File: config.mk
export PLATFORM = sky130hd
export DESIGN_NAME = modem_multi_pattern_waiter_flat
export DESIGN_NICKNAME = d
export VERILOG_FILES = /design/src/rtl/mmpw_pkg.sv /design/src/rtl/mmpw_in_if.sv /design/src/rtl/mmpw_out_if.sv /design/src/rtl/mmpw_ram.sv /design/src/rtl/mmpw_front.sv /design/src/rtl/mmpw_queue.sv /design/src/rtl/mmpw_back.sv /design/src/rtl/modem_multi_pattern_waiter.sv /design/src/flat_wrapper.sv
export SDC_FILE = /design/constraint.sdc
export NUM_CORES = 2
export LEC_CHECK = 0
export ABC_AREA = 1
export BUFFER_PORTS_ARGS = -buffer_cell sky130_fd_sc_hd__buf_2
export CAP_MARGIN = 20
export CORE_MARGIN = 1.5
export CORE_UTILIZATION = 38
export CTS_CLUSTER_DIAMETER = 40
export DETAILED_ROUTE_END_ITERATION = 10
export GPL_TIMING_DRIVEN = 0
export PLACE_DENSITY = 0.59
export SETUP_SLACK_MARGIN = 0.2
export SLEW_MARGIN = 20
export SYNTH_ARGS = -nofsm -noshare
export SYNTH_HDL_FRONTEND = slang
export SYNTH_SLANG_ARGS = --single-unit
File: constraint.sdc
create_clock -name clk -period 6.4 [get_ports clk]
set_input_delay 0 -clock clk [delete_from_list [all_inputs] [get_ports clk]]
set_output_delay 0 -clock clk [all_outputs]
set_load 0.1 [all_outputs]
File: src/rtl/mmpw_pkg.sv
`default_nettype none

package mmpw_pkg;

  // default sizing of the pattern store
  localparam int NumPatterns  = 9;
  localparam int PatternBytes = 22;

  // field widths
  localparam int CmdW    = 2;
  localparam int ValueW  = 8;
  localparam int IdxW    = 4;
  localparam int PosW    = 5;
  localparam int SecsW   = 9;
  localparam int StatusW = 2;
  localparam int TickW   = 16;

  // timeout scaling
  localparam logic [TickW-1:0] TicksPerSec  = 16'd100;
  localparam logic [TickW-1:0] DefaultTicks = 16'd4000;

  // queue between front and back
  localparam int QueueDepth = 2;

  typedef enum logic [CmdW-1:0] {
    CMD_RX    = 2'd0,
    CMD_LOAD  = 2'd1,
    CMD_START = 2'd2,
    CMD_TICK  = 2'd3
  } cmd_t;

  typedef enum logic [StatusW-1:0] {
    ST_IDLE    = 2'd0,
    ST_WAITING = 2'd1,
    ST_MATCHED = 2'd2,
    ST_TIMEOUT = 2'd3
  } status_t;

  // decoded item handed from front to back
  typedef struct packed {
    cmd_t              cmd;
    logic [ValueW-1:0] value;
    logic [IdxW-1:0]   row;
    logic [PosW-1:0]   col;
    logic              wr_ok;   // load lands inside the store
    logic [TickW-1:0]  reload;  // timeout for a start item
  } op_t;

endpackage

`default_nettype wire

File: src/rtl/mmpw_in_if.sv
`default_nettype none

interface mmpw_in_if;
  logic                             valid;
  logic                             ready;
  logic [mmpw_pkg::CmdW-1:0]        command;
  logic [mmpw_pkg::ValueW-1:0]      value;
  logic [mmpw_pkg::IdxW-1:0]        pattern_index;
  logic [mmpw_pkg::PosW-1:0]        char_pos;
  logic [mmpw_pkg::SecsW-1:0]       wait_seconds;

  modport source (output valid, command, value, pattern_index, char_pos, wait_seconds,
                  input ready);
  modport sink   (input valid, command, value, pattern_index, char_pos, wait_seconds,
                  output ready);
endinterface

`default_nettype wire

File: src/rtl/mmpw_out_if.sv
`default_nettype none

interface mmpw_out_if;
  logic                          valid;
  logic                          ready;
  logic [mmpw_pkg::StatusW-1:0]  status;
  logic [mmpw_pkg::IdxW-1:0]     match_index;

  modport source (output valid, status, match_index, input ready);
  modport sink   (input valid, status, match_index, output ready);
endinterface

`default_nettype wire

File: src/rtl/mmpw_ram.sv
`default_nettype none

module mmpw_ram #(
  parameter int Width = 8,
  parameter int Depth = 22
) (
  input  wire logic                     clk,
  input  wire logic                     we,
  input  wire logic [$clog2(Depth)-1:0] waddr,
  input  wire logic [Width-1:0]         wdata,
  input  wire logic [$clog2(Depth)-1:0] raddr,
  output logic      [Width-1:0]         rdata
);

  logic [Width-1:0] mem [Depth];

  // one write port, one registered read port
  always_ff @(posedge clk) begin
    if (we) begin
      mem[waddr] <= wdata;
    end
    rdata <= mem[raddr];
  end

endmodule

`default_nettype wire

File: src/rtl/mmpw_front.sv
`default_nettype none

module mmpw_front #(
  parameter int NUM_PATTERNS  = mmpw_pkg::NumPatterns,
  parameter int PATTERN_BYTES = mmpw_pkg::PatternBytes
) (
  mmpw_in_if.sink            in_ch,
  input  wire logic          q_full,
  output logic               push,
  output mmpw_pkg::op_t      push_op
);

  logic [mmpw_pkg::TickW-1:0] ticks;

  // accept whenever the queue has room
  assign in_ch.ready = !q_full;
  assign push        = in_ch.valid && !q_full;

  // timeout length: seconds * 100, zero selects the default
  assign ticks = mmpw_pkg::TickW'(in_ch.wait_seconds) * mmpw_pkg::TicksPerSec;

  // classify the item
  always_comb begin
    push_op.cmd    = mmpw_pkg::cmd_t'(in_ch.command);
    push_op.value  = in_ch.value;
    push_op.row    = in_ch.pattern_index;
    push_op.col    = in_ch.char_pos;
    push_op.wr_ok  = (int'(in_ch.pattern_index) < NUM_PATTERNS) &&
                     (int'(in_ch.char_pos) < PATTERN_BYTES - 1);
    push_op.reload = (in_ch.wait_seconds == '0) ? mmpw_pkg::DefaultTicks : ticks;
  end

endmodule

`default_nettype wire

File: src/rtl/mmpw_queue.sv
`default_nettype none

module mmpw_queue (
  input  wire logic           clk,
  input  wire logic           rst_n,
  input  wire logic           push,
  input  wire mmpw_pkg::op_t  push_op,
  output logic                full,
  input  wire logic           pop,
  output logic                not_empty,
  output mmpw_pkg::op_t       pop_op
);

  localparam int PtrW = $clog2(mmpw_pkg::QueueDepth);
  localparam int CntW = $clog2(mmpw_pkg::QueueDepth + 1);

  mmpw_pkg::op_t    entry_r [mmpw_pkg::QueueDepth];
  logic [PtrW-1:0]  wr_ptr_r, rd_ptr_r;
  logic [CntW-1:0]  cnt_r;

  assign full      = (cnt_r == CntW'(mmpw_pkg::QueueDepth));
  assign not_empty = (cnt_r != '0);
  assign pop_op    = entry_r[rd_ptr_r];

  // pointers and fill level
  always_ff @(posedge clk) begin
    if (!rst_n) begin
      wr_ptr_r <= '0;
      rd_ptr_r <= '0;
      cnt_r    <= '0;
    end else begin
      if (push) begin
        wr_ptr_r <= wr_ptr_r + PtrW'(1);
      end
      if (pop) begin
        rd_ptr_r <= rd_ptr_r + PtrW'(1);
      end
      if (push && !pop) begin
        cnt_r <= cnt_r + CntW'(1);
      end else if (pop && !push) begin
        cnt_r <= cnt_r - CntW'(1);
      end
    end
  end

  // storage
  always_ff @(posedge clk) begin
    if (push) begin
      entry_r[wr_ptr_r] <= push_op;
    end
  end

endmodule

`default_nettype wire

File: src/rtl/mmpw_back.sv
`default_nettype none

module mmpw_back #(
  parameter int NUM_PATTERNS  = mmpw_pkg::NumPatterns,
  parameter int PATTERN_BYTES = mmpw_pkg::PatternBytes
) (
  input  wire logic           clk,
  input  wire logic           rst_n,
  input  wire logic           op_valid,
  input  wire mmpw_pkg::op_t  op,
  output logic                op_pop,
  mmpw_out_if.source          out_ch
);

  localparam int AW = $clog2(PATTERN_BYTES);
  localparam logic [AW-1:0] LastPos = AW'(PATTERN_BYTES - 1);

  logic                          go, rx_any, rx_act, tick_act, is_start, expire;
  logic                          any_done, finish, clear;
  logic [mmpw_pkg::IdxW-1:0]     hit_idx;
  logic [AW-1:0]                 waddr;
  logic [NUM_PATTERNS-1:0]       hit, done, we;
  logic [NUM_PATTERNS-1:0]       rd_vld_r, byp_r;
  logic [AW-1:0]                 pos_r   [NUM_PATTERNS];
  logic [AW-1:0]                 pos_nxt [NUM_PATTERNS];
  logic [AW-1:0]                 raddr   [NUM_PATTERNS];
  logic [mmpw_pkg::ValueW-1:0]   cur_r     [NUM_PATTERNS];
  logic [mmpw_pkg::ValueW-1:0]   cur_nxt   [NUM_PATTERNS];
  logic [mmpw_pkg::ValueW-1:0]   byte0_r   [NUM_PATTERNS];
  logic [mmpw_pkg::ValueW-1:0]   ram_q     [NUM_PATTERNS];
  logic [mmpw_pkg::ValueW-1:0]   nx_byte   [NUM_PATTERNS];
  logic [mmpw_pkg::ValueW-1:0]   byp_dat_r [NUM_PATTERNS];
  logic [PATTERN_BYTES-1:0]      vld_r     [NUM_PATTERNS];

  logic                          waiting_r;
  logic [mmpw_pkg::TickW-1:0]    idle_r, reload_r, idle_dec;

  logic                          out_valid_r;
  mmpw_pkg::status_t             out_status_r, status_nxt;
  logic [mmpw_pkg::IdxW-1:0]     out_midx_r, midx_nxt;

  // execute one item per cycle while the output slot is free or draining
  assign go     = op_valid && (!out_valid_r || out_ch.ready);
  assign op_pop = go;

  assign rx_any   = go && (op.cmd == mmpw_pkg::CMD_RX) && waiting_r;
  assign rx_act   = rx_any && (op.value != '0);
  assign tick_act = go && (op.cmd == mmpw_pkg::CMD_TICK) && waiting_r;
  assign is_start = go && (op.cmd == mmpw_pkg::CMD_START);
  assign idle_dec = (idle_r != '0) ? idle_r - mmpw_pkg::TickW'(1) : '0;
  assign expire   = tick_act && (idle_dec == '0);
  assign finish   = (rx_act && any_done) || expire;
  assign clear    = finish || is_start;
  assign waddr    = AW'(op.col);

  // per-pattern matchers; cur holds store[pos], the RAM delivers store[pos+1]
  for (genvar i = 0; i < NUM_PATTERNS; i++) begin : g_pat

    assign we[i] = go && (op.cmd == mmpw_pkg::CMD_LOAD) && op.wr_ok &&
                   (op.row == mmpw_pkg::IdxW'(i));

    // next expected byte, with same-cycle write forwarding and empty entries
    assign nx_byte[i] = byp_r[i]    ? byp_dat_r[i] :
                        rd_vld_r[i] ? ram_q[i]     : '0;

    assign hit[i]  = (pos_r[i] < LastPos) && (cur_r[i] == op.value);
    assign done[i] = hit[i] && (nx_byte[i] == '0);

    // position and current byte update
    always_comb begin
      pos_nxt[i] = pos_r[i];
      cur_nxt[i] = cur_r[i];
      if (clear || (rx_act && !hit[i])) begin
        pos_nxt[i] = '0;
        cur_nxt[i] = byte0_r[i];
      end else if (rx_act) begin
        pos_nxt[i] = pos_r[i] + AW'(1);
        cur_nxt[i] = nx_byte[i];
      end else if (we[i] && (waddr == pos_r[i])) begin
        cur_nxt[i] = op.value;
      end
    end

    assign raddr[i] = pos_nxt[i] + AW'(1);

    mmpw_ram #(
      .Width (mmpw_pkg::ValueW),
      .Depth (PATTERN_BYTES)
    ) u_row (
      .clk   (clk),
      .we    (we[i]),
      .waddr (waddr),
      .wdata (op.value),
      .raddr (raddr[i]),
      .rdata (ram_q[i])
    );

    // control and store-shadow registers
    always_ff @(posedge clk) begin
      if (!rst_n) begin
        pos_r[i]    <= '0;
        cur_r[i]    <= '0;
        byte0_r[i]  <= '0;
        vld_r[i]    <= '0;
        rd_vld_r[i] <= 1'b0;
        byp_r[i]    <= 1'b0;
      end else begin
        pos_r[i]    <= pos_nxt[i];
        cur_r[i]    <= cur_nxt[i];
        rd_vld_r[i] <= vld_r[i][raddr[i]];
        byp_r[i]    <= we[i] && (waddr == raddr[i]);
        if (we[i]) begin
          vld_r[i][waddr] <= 1'b1;
          if (waddr == '0) begin
            byte0_r[i] <= op.value;
          end
        end
      end
    end

    always_ff @(posedge clk) begin
      byp_dat_r[i] <= op.value;
    end
  end

  // lowest-index completed pattern wins
  always_comb begin
    any_done = 1'b0;
    hit_idx  = '0;
    for (int i = NUM_PATTERNS - 1; i >= 0; i--) begin
      if (done[i]) begin
        any_done = 1'b1;
        hit_idx  = mmpw_pkg::IdxW'(i);
      end
    end
  end

  // result of the item
  always_comb begin
    status_nxt = waiting_r ? mmpw_pkg::ST_WAITING : mmpw_pkg::ST_IDLE;
    midx_nxt   = '0;
    unique case (op.cmd)
      mmpw_pkg::CMD_RX: begin
        if (rx_act && any_done) begin
          status_nxt = mmpw_pkg::ST_MATCHED;
          midx_nxt   = hit_idx;
        end
      end
      mmpw_pkg::CMD_START: begin
        status_nxt = mmpw_pkg::ST_WAITING;
      end
      mmpw_pkg::CMD_TICK: begin
        if (expire) begin
          status_nxt = mmpw_pkg::ST_TIMEOUT;
        end
      end
      default: begin
      end
    endcase
  end

  // wait state and inactivity counter
  always_ff @(posedge clk) begin
    if (!rst_n) begin
      waiting_r <= 1'b0;
      idle_r    <= '0;
      reload_r  <= '0;
    end else begin
      if (is_start) begin
        waiting_r <= 1'b1;
        idle_r    <= op.reload;
        reload_r  <= op.reload;
      end else begin
        if (finish) begin
          waiting_r <= 1'b0;
        end
        if (rx_any) begin
          idle_r <= reload_r;
        end else if (tick_act) begin
          idle_r <= idle_dec;
        end
      end
    end
  end

  // output register
  always_ff @(posedge clk) begin
    if (!rst_n) begin
      out_valid_r <= 1'b0;
    end else if (go) begin
      out_valid_r <= 1'b1;
    end else if (out_ch.ready) begin
      out_valid_r <= 1'b0;
    end
  end

  always_ff @(posedge clk) begin
    if (go) begin
      out_status_r <= status_nxt;
      out_midx_r   <= midx_nxt;
    end
  end

  assign out_ch.valid       = out_valid_r;
  assign out_ch.status      = out_status_r;
  assign out_ch.match_index = out_midx_r;

endmodule

`default_nettype wire

File: src/rtl/modem_multi_pattern_waiter.sv
// Timing: an accepted item enters the front queue at the accepting edge; the back
//   pops it and registers its result in the output register once the output slot
//   is free or draining, and it can be taken from there.
// Throughput: one item per cycle while the output is not stalled; all pattern compares
//   run in parallel and each pattern row RAM serves one prefetch read per cycle.
// Reset (rst_n low, synchronous): pattern store reads empty, positions,
//   wait flag and timeout cleared; items are taken the first cycle after.
`default_nettype none

module modem_multi_pattern_waiter #(
  parameter int NUM_PATTERNS  = mmpw_pkg::NumPatterns,
  parameter int PATTERN_BYTES = mmpw_pkg::PatternBytes
) (
  input  wire logic   clk,
  input  wire logic   rst_n,
  mmpw_in_if.sink     in_ch,
  mmpw_out_if.source  out_ch
);

  logic           push, q_full, q_not_empty, pop;
  mmpw_pkg::op_t  push_op, pop_op;

  // accept and classify
  mmpw_front #(
    .NUM_PATTERNS  (NUM_PATTERNS),
    .PATTERN_BYTES (PATTERN_BYTES)
  ) u_front (
    .in_ch   (in_ch),
    .q_full  (q_full),
    .push    (push),
    .push_op (push_op)
  );

  // decoupling queue
  mmpw_queue u_queue (
    .clk       (clk),
    .rst_n     (rst_n),
    .push      (push),
    .push_op   (push_op),
    .full      (q_full),
    .pop       (pop),
    .not_empty (q_not_empty),
    .pop_op    (pop_op)
  );

  // matching, timeout and result
  mmpw_back #(
    .NUM_PATTERNS  (NUM_PATTERNS),
    .PATTERN_BYTES (PATTERN_BYTES)
  ) u_back (
    .clk      (clk),
    .rst_n    (rst_n),
    .op_valid (q_not_empty),
    .op       (pop_op),
    .op_pop   (pop),
    .out_ch   (out_ch)
  );

endmodule

`default_nettype wire

File: src/flat_wrapper.sv
// flat-port wrapper written by rule: the top's interface ports become plain ports
module modem_multi_pattern_waiter_flat 
#(
  parameter int NUM_PATTERNS  = mmpw_pkg::NumPatterns,
  parameter int PATTERN_BYTES = mmpw_pkg::PatternBytes
)
  (clk, rst_n, in_ch_valid, in_ch_command, in_ch_value, in_ch_pattern_index, in_ch_char_pos, in_ch_wait_seconds, in_ch_ready, out_ch_valid, out_ch_status, out_ch_match_index, out_ch_ready);
  mmpw_in_if in_ch_i ();
  mmpw_out_if out_ch_i ();
  input  wire logic clk;
  input  wire logic rst_n;
  input wire logic [$bits(in_ch_i.valid)-1:0] in_ch_valid;
  input wire logic [$bits(in_ch_i.command)-1:0] in_ch_command;
  input wire logic [$bits(in_ch_i.value)-1:0] in_ch_value;
  input wire logic [$bits(in_ch_i.pattern_index)-1:0] in_ch_pattern_index;
  input wire logic [$bits(in_ch_i.char_pos)-1:0] in_ch_char_pos;
  input wire logic [$bits(in_ch_i.wait_seconds)-1:0] in_ch_wait_seconds;
  output wire logic [$bits(in_ch_i.ready)-1:0] in_ch_ready;
  output wire logic [$bits(out_ch_i.valid)-1:0] out_ch_valid;
  output wire logic [$bits(out_ch_i.status)-1:0] out_ch_status;
  output wire logic [$bits(out_ch_i.match_index)-1:0] out_ch_match_index;
  input wire logic [$bits(out_ch_i.ready)-1:0] out_ch_ready;
  assign in_ch_i.valid = in_ch_valid;
  assign in_ch_i.command = in_ch_command;
  assign in_ch_i.value = in_ch_value;
  assign in_ch_i.pattern_index = in_ch_pattern_index;
  assign in_ch_i.char_pos = in_ch_char_pos;
  assign in_ch_i.wait_seconds = in_ch_wait_seconds;
  assign in_ch_ready = in_ch_i.ready;
  assign out_ch_valid = out_ch_i.valid;
  assign out_ch_status = out_ch_i.status;
  assign out_ch_match_index = out_ch_i.match_index;
  assign out_ch_i.ready = out_ch_ready;
  modem_multi_pattern_waiter #(.NUM_PATTERNS(NUM_PATTERNS), .PATTERN_BYTES(PATTERN_BYTES)) u_core (.clk(clk), .rst_n(rst_n), .in_ch(in_ch_i), .out_ch(out_ch_i));
endmodule
==> out/metrics.cfg <==
[grt]
antenna_found_initial = 26
grt.overflow.total = 0
grt_util_met2_pct = 40.03
grt_pass1_wl_um = 499100
grt_pass1_vias = 73280
grt_util_met1_pct = 34.39
grt_max_degree = 85
grt_util_all_layers_pct = 26.32
use_met3_pct = 7.188
top_usage_layer = met2

[yosys]
yosysMostFrequentCell = nand2_1
ys_top_cells_by_area = edfxtp_1 58%, nand2_1 11%, dfxtp_1 5.6%
synthesis.area_um2 = 98090
syn_avg_cell_area_um2 = 9.757
synth-simple-area-share_pct = 21.17
synth_top_family_by_area = simple AND/OR/NAND/NOR gates
ys_types = 59
ys_warn_count = 0
synth_fa_ha_area_share_pct = 0.7959
synth_edf_count = 1906
synthFlopType = edfxtp_1
syn-num-nets = 10150
synth-async-reset-ratio_pct = 0
synth_top_area_cell = edfxtp_1
syn-instance-count = 10050
synth_top_area_share_pct = 58.35
yosysSeqAreaShare_pct = 63.94
synth_top_cells_by_count = 2857 x nand2_1, 1906 x edfxtp_1, 983 x nor2_1, 869 x inv_1, 849 x nand3_1
synth_compound_area_share_pct = 6.188
synth_xor_area_share_pct = 1.222
synth_mux_area_share_pct = 0.3878
synth_seq_cells = 2180

[place]
gp_congestion = 0.9957
hpwl_um = 233900
placedCellCount = 13520
port_buffers = 38

[clocking]
insertion_delay_ps = 990
clock_sinks = 2180
cts_buffers = 340
root_buffer = clkbuf_16
cts_tree = built
cts_htree_levels = 5
clk_pin_slew_ps = 60
cts.path.max_buffers = 4

[cells_and_area]
finalNetCount = 10640
stdcell_count = 14210
final_layout_size_suffix_gt1_share_pct = 10.25
utilization_pct = 45.27
area_growth_pct = 18.46

[timing]
fin_crit_ps = 6457
tightest_slew_ps = 1387
fin_crit_sh_pct = 100.9
relSlewSlack_pct = 7.537
clock.fmax_mhz = 154.9
rsz0062_at_grt = false
slew_violations = 0
fin_skew_ps = 54.88
setup_viol = 24
setup_slack_ps = -56.57
hold_viol = 0

[die]
die-width_um = 511.1
pin_count = 40
initial_core_util_pct = 38.21
fp.dieH_um = 511.1
rows = 186
die-area_um2 = 261200
coreArea_um2 = 256700

[critical_path]
critical_path_required_ps = 6960
setup.worst_path.start_class = flip-flop
arrival_ps = 7020
end_kind = flip-flop
worstSetupPathType = reg -> reg
path_max_fanout = 10

[worst_hold_path]
min_path_type = in -> reg

[job]
drv_cap = 0

[status]
violations = setup timing
status = complete, but fails checks

[detailed_routing]
finalWirelength_um = 356900
wire_per_inst_um = 25.11
first_pass_iters = 8
drc = 0
ant_nets = 0
vias = 77820
via_per_inst = 5.475
drt_iter0_markers = 10410

[pwr]
p_per_area_nw_per_um2 = 400.9
peakVddDrop_mv = 0.3582
p_leak_uw = 0.04595

[stage by stage]
step	power [uW]	setup slack, ps	cell area [um2]	TNS (ps)	hold WS (ps)
after floorplan	22860	1247	98090	0	98.87
after global placement	27280	-3163	102500	-2065870	196.7
after detailed placement	27760	-745.3	103800	-21810	203.5
after CTS	46100	155.3	115800	0	4.016
after global routing	47680	160.1	116200	0	119.7
final	46580	-56.57	116200	-787.6	47.67
[layout make-up]
class	instances	area, um2
Clock inverter	213	2267
Antenna cell	21	52.55
Inverter	923	3473
Timing Repair Buffer	154	2218
Multi-Input combinational cell	6348	29300
Sequential cell	2180	62720
Fill cell	23890	140500
Buffer	599	2938
Tap cell	3384	4234
Clock buffer	392	8995
[per-layer routing]
metal  routed length (um)  share of wire, %
met5                   76             0.021
met4                20190               5.7
met3                41790                12
met2               155400                44
met1               139500                39
[registers in the layout, indices dropped and copies added (netlist names), named ones only]
| signal | flops |
|---|---|
| u_core.u_back.g_pat.u_row.mem | 1584 |
| u_core.u_back.vld_r | 198 |
| u_core.u_back.byte0_r | 72 |
| u_core.u_back.cur_r | 72 |
| u_core.u_back.g_pat.u_row.rdata | 72 |
| u_core.u_queue.entry_r | 68 |
| u_core.u_back.pos_r | 45 |
| u_core.u_back.idle_r | 16 |
| u_core.u_back.reload_r | 14 |
| u_core.u_back.byp_r | 9 |
| u_core.u_back.rd_vld_r | 9 |
| u_core.u_back.byp_dat_r | 8 |
| u_core.u_back.out_ch.match_index | 4 |
| u_core.u_back.out_ch.status | 2 |
| u_core.u_queue.cnt_r | 2 |
| u_core.u_back.out_ch.valid | 1 |
| u_core.u_back.waiting_r | 1 |
| u_core.u_queue.rd_ptr_r | 1 |
| u_core.u_queue.wr_ptr_r | 1 |
[where the power goes]
group	internal, uW	total, uW	leakage [uW]	switching [uW]
combinational	2570	10700	0.0207	8120
clock	11300	18300	0.00544	7040
sequential	17200	17600	0.0198	356
total	31100	46600	0.0460	15500
[final timing paths]
check                                             start                                      to  depth (start not counted)  slack [ps]
worst max-delay path                          flip-flop  u_core.u_back.g_pat[8].u_row.mem[0][0]                         13         -60
worst min-delay path              in_ch_wait_seconds[6]           u_core.u_queue.entry_r[1][13]                          7          50
worst max register to register                flip-flop  u_core.u_back.g_pat[8].u_row.mem[0][0]                         13         -60
worst min register to register  u_core.u_queue.rd_ptr_r                 u_core.u_queue.rd_ptr_r                          1         460
[worst max-delay path, cell delays in order, from the launching register on]
cell and delay, ps:
dfxtp_1 320, buf_6 160, inv_4 50, buf_6 150
or2_2 270, nand2_1 630, clkdlybuf4s15_2 720, inv_1 610
nor2_1 530, nand2_1 510, clkbuf_1 610, clkbuf_2 480
buf_12 260, nor2_1 610
[timing repair]
item / 4_1_cts / 5_1_grt
setup buffers: 0 / 2
pin swaps: 0 / 1
gates resized for setup: 31 / 58
hold buffers: 56 / 0
endpoints found under the hold margin: 145 / 0
endpoints found under the setup margin: 232 / 84
cloned: 4 / 8
[cells by family (layout without fill, tap and decap cells)]
group / Yosys count / in the layout
adders and majority gates: 60 / 60
AOI/OAI and AO/OA: 1102 / 1102
buffers and inverters: 1525 / 2281
muxes: 38 / 38
xor gates and xnor gates: 121 / 121
other: 0 / 21
DFF: 2180 / 2180
and+or+nand+nor: 5027 / 5027
[cell usage in the layout (no fill, tap or decap), types with 38 or more instances in the layout]
master	Yosys	layout
inv_6	0	42
clkbuf_2	0	78
clkinv_2	0	39
nor3_1	196	196
edfxtp_1	1906	1906
dlygate4sd3_1	0	56
dfxtp_1	274	274
clkbuf_1	368	307
o211ai_1	74	74
ha_1	56	56
mux2i_1	38	38
o21ai_0	611	608
xor2_1	84	81
a211o_1	41	41
clkbuf_16	0	356
o22ai_1	55	55
a21oi_1	244	244
inv_1	869	868
buf_2	157	205
nand2_1	2857	2851
nor2_1	983	981
nand3_1	849	849
No activity file was read; power rests on OpenSTA's default activity.
